==> src/design/fsba_pkg.sv <==
package fsba_pkg;

    // Slot map is held as rows of this many used bits
    localparam int ROW_BITS = 32;
    localparam int BIT_W    = 5;

    localparam int ADDR_W   = 32;
    localparam int SIZE_W   = 32;
    localparam int COUNT_W  = 11;

    typedef enum logic [2:0] {
        ST_ALLOCATED = 3'd0,
        ST_TOO_LARGE = 3'd1,
        ST_EXHAUSTED = 3'd2,
        ST_FREED     = 3'd3,
        ST_OUTSIDE   = 3'd4
    } t_status;

    localparam logic MODE_ALLOC = 1'b0;
    localparam logic MODE_FREE  = 1'b1;

endpackage

==> src/design/fsba_find.sv <==
module fsba_find #(
    parameter int ROWS  = 32,
    parameter int ROW_W = 5
) (
    input  logic [ROWS-1:0]               i_row_free,
    input  logic [fsba_pkg::ROW_BITS-1:0] i_word,
    output logic                          o_found,
    output logic [ROW_W-1:0]              o_row,
    output logic [fsba_pkg::BIT_W-1:0]    o_bit
);

    // Lowest row with a free slot
    always_comb begin
        o_row = '0;
        for (int r = ROWS - 1; r >= 0; r--) begin
            if (i_row_free[r]) begin
                o_row = ROW_W'(r);
            end
        end
    end

    assign o_found = |i_row_free;

    // Lowest clear bit inside the selected row
    always_comb begin
        o_bit = '0;
        for (int b = fsba_pkg::ROW_BITS - 1; b >= 0; b--) begin
            if (!i_word[b]) begin
                o_bit = fsba_pkg::BIT_W'(b);
            end
        end
    end

endmodule

==> src/design/fixed_slot_bitmap_allocator.sv <==
// Fixed-slot pool allocator: SLOT_COUNT slots of SLOT_BYTES bytes starting at
// the pool base written on the configuration channel. A request is taken on
// i_start (o_busy never rises, so one request per clock is accepted) and its
// result passes the input and result registers to the o_ outputs, strobed by
// o_valid for exactly one cycle. The receiver cannot stall: capture every
// result on the cycle o_valid is high. Allocate (mode 0) with a size below
// SLOT_BYTES claims the lowest free slot and returns its address; sizes of
// SLOT_BYTES or more report "too large", and a full pool reports "exhausted".
// Free (mode 1) clears the used bit of the slot containing the address
// (unaligned addresses free their containing slot, freeing an idle slot is
// harmless); addresses outside the pool report "outside". Every result
// carries the free-slot count after the request. Throughput is one item per
// cycle: an input register, then the first-free search, slot decode and map
// update, then the result register. The used map is cleared by reset. Write
// pool_base only while no request is in flight.
module fixed_slot_bitmap_allocator #(
    parameter int SLOT_COUNT = 1024,
    parameter int SLOT_BYTES = 32
) (
    input  logic                          i_clk,
    input  logic                          i_rst_n,
    // request channel
    input  logic                          i_start,
    output logic                          o_busy,
    input  logic                          i_mode,
    input  logic [fsba_pkg::SIZE_W-1:0]   i_request_size,
    input  logic [fsba_pkg::ADDR_W-1:0]   i_free_address,
    // result channel
    output logic                          o_valid,
    output logic [2:0]                    o_status,
    output logic [fsba_pkg::ADDR_W-1:0]   o_slot_address,
    output logic [fsba_pkg::COUNT_W-1:0]  o_free_slot_count,
    // configuration channel (pool_base)
    input  logic                          i_cfg_valid,
    output logic                          o_cfg_ready,
    input  logic [fsba_pkg::ADDR_W-1:0]   i_cfg_data
);

    localparam int ROW_BITS   = fsba_pkg::ROW_BITS;
    localparam int BIT_W      = fsba_pkg::BIT_W;
    localparam int ROWS       = (SLOT_COUNT + ROW_BITS - 1) / ROW_BITS;
    localparam int ROW_W      = (ROWS > 1) ? $clog2(ROWS) : 1;
    localparam int IDX_W      = ROW_W + BIT_W;
    localparam int CNT_W      = $clog2(SLOT_COUNT + 1);
    localparam int POOL_BYTES = SLOT_COUNT * SLOT_BYTES;
    localparam int POOL_W     = $clog2(POOL_BYTES);
    // offset / SLOT_BYTES as a multiply by a rounded-up reciprocal; exact for
    // every offset below the pool size (offset * error stays under 2^SHIFT)
    localparam int RECIP_SHIFT = 29;
    localparam longint RECIP  = ((64'd1 << RECIP_SHIFT) + SLOT_BYTES - 1) / SLOT_BYTES;
    localparam int PROD_W     = POOL_W + RECIP_SHIFT + IDX_W;

    // Row reset value: bits past the last real slot read as used forever
    function automatic logic [ROW_BITS-1:0] row_reset(input int row);
        logic [ROW_BITS-1:0] v;
        v = '0;
        for (int b = 0; b < ROW_BITS; b++) begin
            v[b] = ((row * ROW_BITS + b) >= SLOT_COUNT);
        end
        return v;
    endfunction

    // input register
    logic                         r_vld;
    logic                         r_mode;
    logic [fsba_pkg::SIZE_W-1:0]  r_size;
    logic [fsba_pkg::ADDR_W-1:0]  r_addr;

    logic [fsba_pkg::ADDR_W-1:0]  r_pool_base;

    // slot state
    logic [ROW_BITS-1:0]          r_map [ROWS];
    logic [ROWS-1:0]              r_row_free;
    logic [CNT_W-1:0]             r_free_slots;

    // result register
    logic                         r_out_vld;
    fsba_pkg::t_status            r_status;
    logic [fsba_pkg::ADDR_W-1:0]  r_slot_addr;
    logic [fsba_pkg::COUNT_W-1:0] r_count;

    // search and decode
    logic                         find_found;
    logic [ROW_W-1:0]             find_row;
    logic [BIT_W-1:0]             find_bit;
    logic [IDX_W-1:0]             alloc_idx;
    logic [fsba_pkg::ADDR_W-1:0]  offset;
    logic                         in_pool;
    logic [PROD_W-1:0]            div_prod;
    logic [IDX_W-1:0]             free_idx;
    logic [ROW_W-1:0]             free_row;
    logic [BIT_W-1:0]             free_bit;
    logic [ROW_W-1:0]             rd_row;
    logic [ROW_BITS-1:0]          rd_word;

    // next values
    fsba_pkg::t_status            n_status;
    logic [fsba_pkg::ADDR_W-1:0]  n_slot_addr;
    logic [CNT_W-1:0]             n_free_slots;
    logic                         wr_en;
    logic [ROW_BITS-1:0]          wr_word;
    logic                         wr_row_free;

    assign o_busy      = 1'b0;
    assign o_cfg_ready = 1'b1;

    // Free path: slot index from the pool offset
    assign offset   = r_addr - r_pool_base;
    assign in_pool  = (offset < fsba_pkg::ADDR_W'(POOL_BYTES));
    assign div_prod = PROD_W'(offset[POOL_W-1:0]) * PROD_W'(RECIP);
    assign free_idx = div_prod[RECIP_SHIFT +: IDX_W];
    assign free_row = free_idx[BIT_W +: ROW_W];
    assign free_bit = free_idx[BIT_W-1:0];

    // One map read per item: the free row, or the first row with room
    assign rd_row  = (r_mode == fsba_pkg::MODE_FREE) ? free_row : find_row;
    assign rd_word = r_map[rd_row];

    fsba_find #(
        .ROWS  (ROWS),
        .ROW_W (ROW_W)
    ) u_find (
        .i_row_free (r_row_free),
        .i_word     (rd_word),
        .o_found    (find_found),
        .o_row      (find_row),
        .o_bit      (find_bit)
    );

    assign alloc_idx = {find_row, find_bit};

    always_comb begin
        n_status     = fsba_pkg::ST_FREED;
        n_slot_addr  = '0;
        n_free_slots = r_free_slots;
        wr_en        = 1'b0;
        wr_word      = rd_word;
        wr_row_free  = 1'b1;
        if (r_mode == fsba_pkg::MODE_ALLOC) begin
            if (r_size >= fsba_pkg::SIZE_W'(SLOT_BYTES)) begin
                n_status = fsba_pkg::ST_TOO_LARGE;
            end else if (!find_found) begin
                n_status = fsba_pkg::ST_EXHAUSTED;
            end else begin
                n_status     = fsba_pkg::ST_ALLOCATED;
                wr_en        = r_vld;
                wr_word      = rd_word | (ROW_BITS'(1) << find_bit);
                wr_row_free  = ~&wr_word;
                n_free_slots = r_free_slots - CNT_W'(1);
                n_slot_addr  = r_pool_base
                             + fsba_pkg::ADDR_W'(fsba_pkg::ADDR_W'(alloc_idx)
                                                 * fsba_pkg::ADDR_W'(SLOT_BYTES));
            end
        end else begin
            if (!in_pool) begin
                n_status = fsba_pkg::ST_OUTSIDE;
            end else if (rd_word[free_bit]) begin
                // release only a slot that is actually held
                wr_en        = r_vld;
                wr_word      = rd_word & ~(ROW_BITS'(1) << free_bit);
                wr_row_free  = 1'b1;
                n_free_slots = r_free_slots + CNT_W'(1);
            end
        end
    end

    // Control: input valid, result strobe, pool base, slot state
    always_ff @(posedge i_clk) begin
        if (!i_rst_n) begin
            r_vld        <= 1'b0;
            r_out_vld    <= 1'b0;
            r_pool_base  <= '0;
            r_free_slots <= CNT_W'(SLOT_COUNT);
            r_row_free   <= '1;
            for (int r = 0; r < ROWS; r++) begin
                r_map[r] <= row_reset(r);
            end
        end else begin
            r_vld     <= i_start;
            r_out_vld <= r_vld;
            if (i_cfg_valid) begin
                r_pool_base <= i_cfg_data;
            end
            if (r_vld) begin
                r_free_slots <= n_free_slots;
            end
            if (wr_en) begin
                r_map[rd_row]      <= wr_word;
                r_row_free[rd_row] <= wr_row_free;
            end
        end
    end

    // Payload: capture request fields, hold result fields
    always_ff @(posedge i_clk) begin
        if (i_start) begin
            r_mode <= i_mode;
            r_size <= i_request_size;
            r_addr <= i_free_address;
        end
        if (r_vld) begin
            r_status    <= n_status;
            r_slot_addr <= n_slot_addr;
            r_count     <= fsba_pkg::COUNT_W'(n_free_slots);
        end
    end

    assign o_valid           = r_out_vld;
    assign o_status          = r_status;
    assign o_slot_address    = r_slot_addr;
    assign o_free_slot_count = r_count;

endmodule

==> config.mk <==
export PLATFORM = sky130hd
export DESIGN_NAME = fixed_slot_bitmap_allocator
export DESIGN_NICKNAME = d
export VERILOG_FILES = /design/src/design/fsba_pkg.sv /design/src/design/fsba_find.sv /design/src/design/fixed_slot_bitmap_allocator.sv
export SDC_FILE = /design/constraint.sdc
export NUM_CORES = 2
export LEC_CHECK = 0
export ABC_AREA = 1
export BUFFER_PORTS_ARGS = -buffer_cell sky130_fd_sc_hd__buf_2
export CAP_MARGIN = 30
export CELL_PAD_IN_SITES_DETAIL_PLACEMENT = 1
export CELL_PAD_IN_SITES_GLOBAL_PLACEMENT = 1
export CORE_MARGIN = 2
export CORE_UTILIZATION = 45
export CTS_CLUSTER_DIAMETER = 100
export CTS_CLUSTER_SIZE = 30
export DETAILED_ROUTE_END_ITERATION = 10
export PLACE_DENSITY_LB_ADDON = 0.1
export SLEW_MARGIN = 20
export SYNTH_ARGS = -nofsm -noshare
export SYNTH_HDL_FRONTEND = slang
export SYNTH_SLANG_ARGS = --single-unit
==> constraint.sdc <==
create_clock -name i_clk -period 7.66 [get_ports i_clk]
set_input_delay 1.149 -clock i_clk [delete_from_list [all_inputs] [get_ports i_clk]]
set_output_delay 1.149 -clock i_clk [all_outputs]
set_load 0.01 [all_outputs]
==> flow_metrics.py <==
metrics = {
    "run_status": {
        "status": "finished, violations left",
        "violations": "negative setup slack",
    },
    "timing": {
        "rsz0062_at_grt": "yes",
        "fmax_mhz": 129,
        "tightest_slew_ns": 0.819,
        "period_share_pct": 101,
        "hold_violations": 0,
        "relSlewSlack_pct": 45.4,
        "maxSlewViolCount": 0,
        "fin_skew_ns": 0.0483,
        "fin_crit_ns": 7.73,
        "fin_ws_ns": -0.0721,
        "whs_ns": 0.476,
        "setup_viol": 3,
    },
    "worst_hold_path": {
        "hp-class": "flop to flop",
    },
    "synthesis": {
        "yosys_warnings": 0,
        "ys.flop_type": "edfxtp_1",
        "synthTopCellsByArea": "edfxtp_1 61%, nor2_1 7.6%, a22oi_1 6.1%",
        "ys_seq_elements": 1207,
        "syn_nets": 5110,
        "seq_area_frac_synth_pct": 63.4,
        "netlist_area_um2": 55900,
        "synth.avg_cell_area_um2": 11.3,
        "yosys.area.top_type": "edfxtp_1",
        "netlist_instances": 4967,
        "ys_types": 78,
        "async_flop_share_pct": 0,
        "yosysTopAreaCellShare_pct": 60.6,
        "synth-edff-count": 1130,
    },
    "placed_design": {
        "hpwl_um": 138000,
        "portBuffers": 142,
        "finalWeightedCongestion": 0.919,
    },
    "floorplanning": {
        "rows": 129,
        "coreArea_um2": 123000,
        "start_util_pct": 45.3,
        "die_h_um": 357,
        "die_x_um": 357,
        "dieArea_um2": 127000,
        "io_pins": 150,
    },
    "setup_path": {
        "crit_type": "flop to flop",
        "cp.arrival_ns": 8.20,
        "cp-end-kind": "flop",
        "path_buf_inv": 14,
        "critical_path.top_delay_family": "simple AND/OR/NAND/NOR gates",
        "crit_fanout": 9,
        "startpoint_type": "flop",
        "critPathMaxStageDelay_ns": 0.42,
        "worstPathRequired_ns": 8.13,
        "cp_slowest_cell": "o41ai_4",
        "path_common_cell": "nand2_1",
    },
    "drt": {
        "ant_nets": 0,
        "drt_pre_antenna_iters": 5,
        "via_per_inst": 6.00,
        "wl_per_cell_um": 29.7,
        "drtIter0Drc": 4635,
        "wirelength_um": 213000,
        "drc_errors": 0,
        "via_count": 42924,
    },
    "global_routing": {
        "overflow": 0,
        "first_global_vias": 43123,
        "grt_use_total_pct": 32.5,
        "antenna_found_initial": 8,
        "grt_first_pass_wirelength_um": 299000,
        "grt_max_degree": 65,
    },
    "clocking": {
        "cts_root_buf": "clkbuf_16",
        "cts.clk_slew.worst_paths_ns": 0.11,
        "h-tree-depth": 2,
        "cts_buffers": 50,
        "insertion_delay_ns": 0.74,
        "clkSinkCount": 1207,
        "cts_tree": "built",
        "hold_buffers": 0,
        "cts_max_path_buffers": 3,
    },
    "finish": {
        "finish.net_count": 5634,
        "final_core_util_pct": 53.5,
        "drive_above_1_share_pct": 23.6,
        "area_growth_pct": 18.1,
        "fillers": 12948,
    },
    "pwr": {
        "power.density_nw_per_um2": 236,
        "p_leak_nw": 24.7,
        "irDropWorstVdd_uv": 203,
    },
    "job": {
        "maxCapViolCount": 0,
    },
}
[cell type report]
type / instances / area (um2) / share of cell area [%]
Sequential cell: 1207 / 35500 / 53.7
Multi-Input combinational cell: 3110 / 17600 / 26.7
Clock buffer: 60 / 1310 / 1.98
Timing Repair Buffer: 854 / 8340 / 12.6
Inverter: 268 / 1050 / 1.58
Tap cell: 1637 / 2050 / 3.10
Antenna cell: 1 / 2.50 / 0.00379
Clock inverter: 17 / 239 / 0.362
[flip-flops by register name, summed over array words and instances (netlist names), 3 cells and up]
| signal | cells |
|---|---|
| o_free_slot_count | 11 |
| o_status | 3 |
| r_addr | 32 |
| o_slot_address | 32 |
| r_size | 27 |
| r_pool_base | 32 |
| r_free_slots | 11 |
| r_map | 1024 |
| r_row_free | 32 |
[logic make-up after synthesis]
logic type / count (synthesis) / synth area share (%)
AOI/OAI and AO/OA: 897 / 12.2
adders and majority gates: 42 / 0.953
and+or+nand+nor: 2142 / 15.8
xor gates and xnor gates: 26 / 0.407
buffers and inverters: 651 / 7.21
other: 2 / 0.0134
DFF: 1207 / 63.4
[worst reg2reg max path: cells and delay by family, from the launching register on]
family / cells / cell delay (ns)
adder cells (fa/ha/maj): 2 / 0.50
buffers and inverters: 14 / 1.93
flip-flops: 1 / 0.38
AND/OR/NAND/NOR: 21 / 2.64
AO/OA/AOI/OAI: 11 / 1.94
XOR/XNOR: 1 / 0.13
[stage by stage]
step | setup TNS [ns] | total power [mW] | std cells | worst slack (ns) | instance area, um2
after floorplan | 0 | 9.62 | 4967 | 0.973 | 55900
after global placement | -22.55 | 11.7 | 6978 | -0.286 | 62400
after detailed placement | -3.99 | 11.7 | 6980 | -0.291 | 62400
after CTS | -0.170 | 15.2 | 7077 | -0.0939 | 64400
after global routing | -10.58 | 16.0 | 7153 | -0.552 | 66100
final | -0.181 | 15.6 | 7154 | -0.0721 | 66100
[where the power goes]
| part | switching [mW] | internal (mW) |
|---|---|---|
| sequential | 0.0877 | 7.41 |
| combinational | 2.91 | 1.68 |
| clock | 2.20 | 1.32 |
[synth_stat cells (19+ instances only)]
| library cell | count |
|---|---|
| clkbuf_1 | 58 |
| o21ai_0 | 74 |
| nor2_1 | 1137 |
| o311ai_4 | 19 |
| nand4_1 | 22 |
| a21oi_1 | 122 |
| clkbuf_8 | 81 |
| nand3_1 | 173 |
| a22o_1 | 48 |
| nand2_1 | 677 |
| edfxtp_1 | 1130 |
| a22oi_1 | 452 |
| ha_1 | 41 |
| dfxtp_1 | 77 |
| buf_2 | 147 |
| inv_2 | 25 |
| inv_1 | 235 |
| buf_6 | 66 |
| a21boi_0 | 40 |
| nor3_1 | 25 |
[per-layer routing]
metal / up-vias / GRT usage, % / part of all wire [%]
li1: 18479 / - / -
met1: 22169 / 43.9 / 40
met2: 1909 / 53.2 / 47
met3: 357 / 5.79 / 8.7
met4: 10 / 10.3 / 3.5
met5: - / 0 / 0.031
[cells in the final DEF, fill, tap and decap left out, types with 35 or more instances in the layout]
cell type  netlist  layout
a21boi_0        40      38
a21oi_1        122     108
a22o_1          48      43
a22oi_1        452     423
buf_12           1     145
buf_2          147     141
buf_4           17     511
buf_6           66      35
clkbuf_16        0      61
dfxtp_1         77      73
edfxtp_1      1130    1130
ha_1            41      39
inv_1          235     229
nand2_1        677     587
nand2_2         18      96
nand3_1        173     165
nor2_1        1137    1118
o21ai_0         74      64
[path summary, 6_finish.rpt]
path / cells past startpoint / endpoint / slack (ns) / start
max reg2reg: 49 / o_slot_address[26] / -0.07 / r_addr[1]
min reg2reg: 2 / r_pool_base[0] / 0.48 / r_pool_base[0]
min: 2 / r_pool_base[0] / 0.48 / r_pool_base[0]
max: 49 / o_slot_address[26] / -0.07 / r_addr[1]
[what timing repair did]
item                                    CTS  global route
resized for setup                        49           237
cloned                                    2            14
endpoints found under the setup margin  145          1488
pin swaps                                25           110
buffers inserted                         18            65
(Power assumes the default switching activity.)
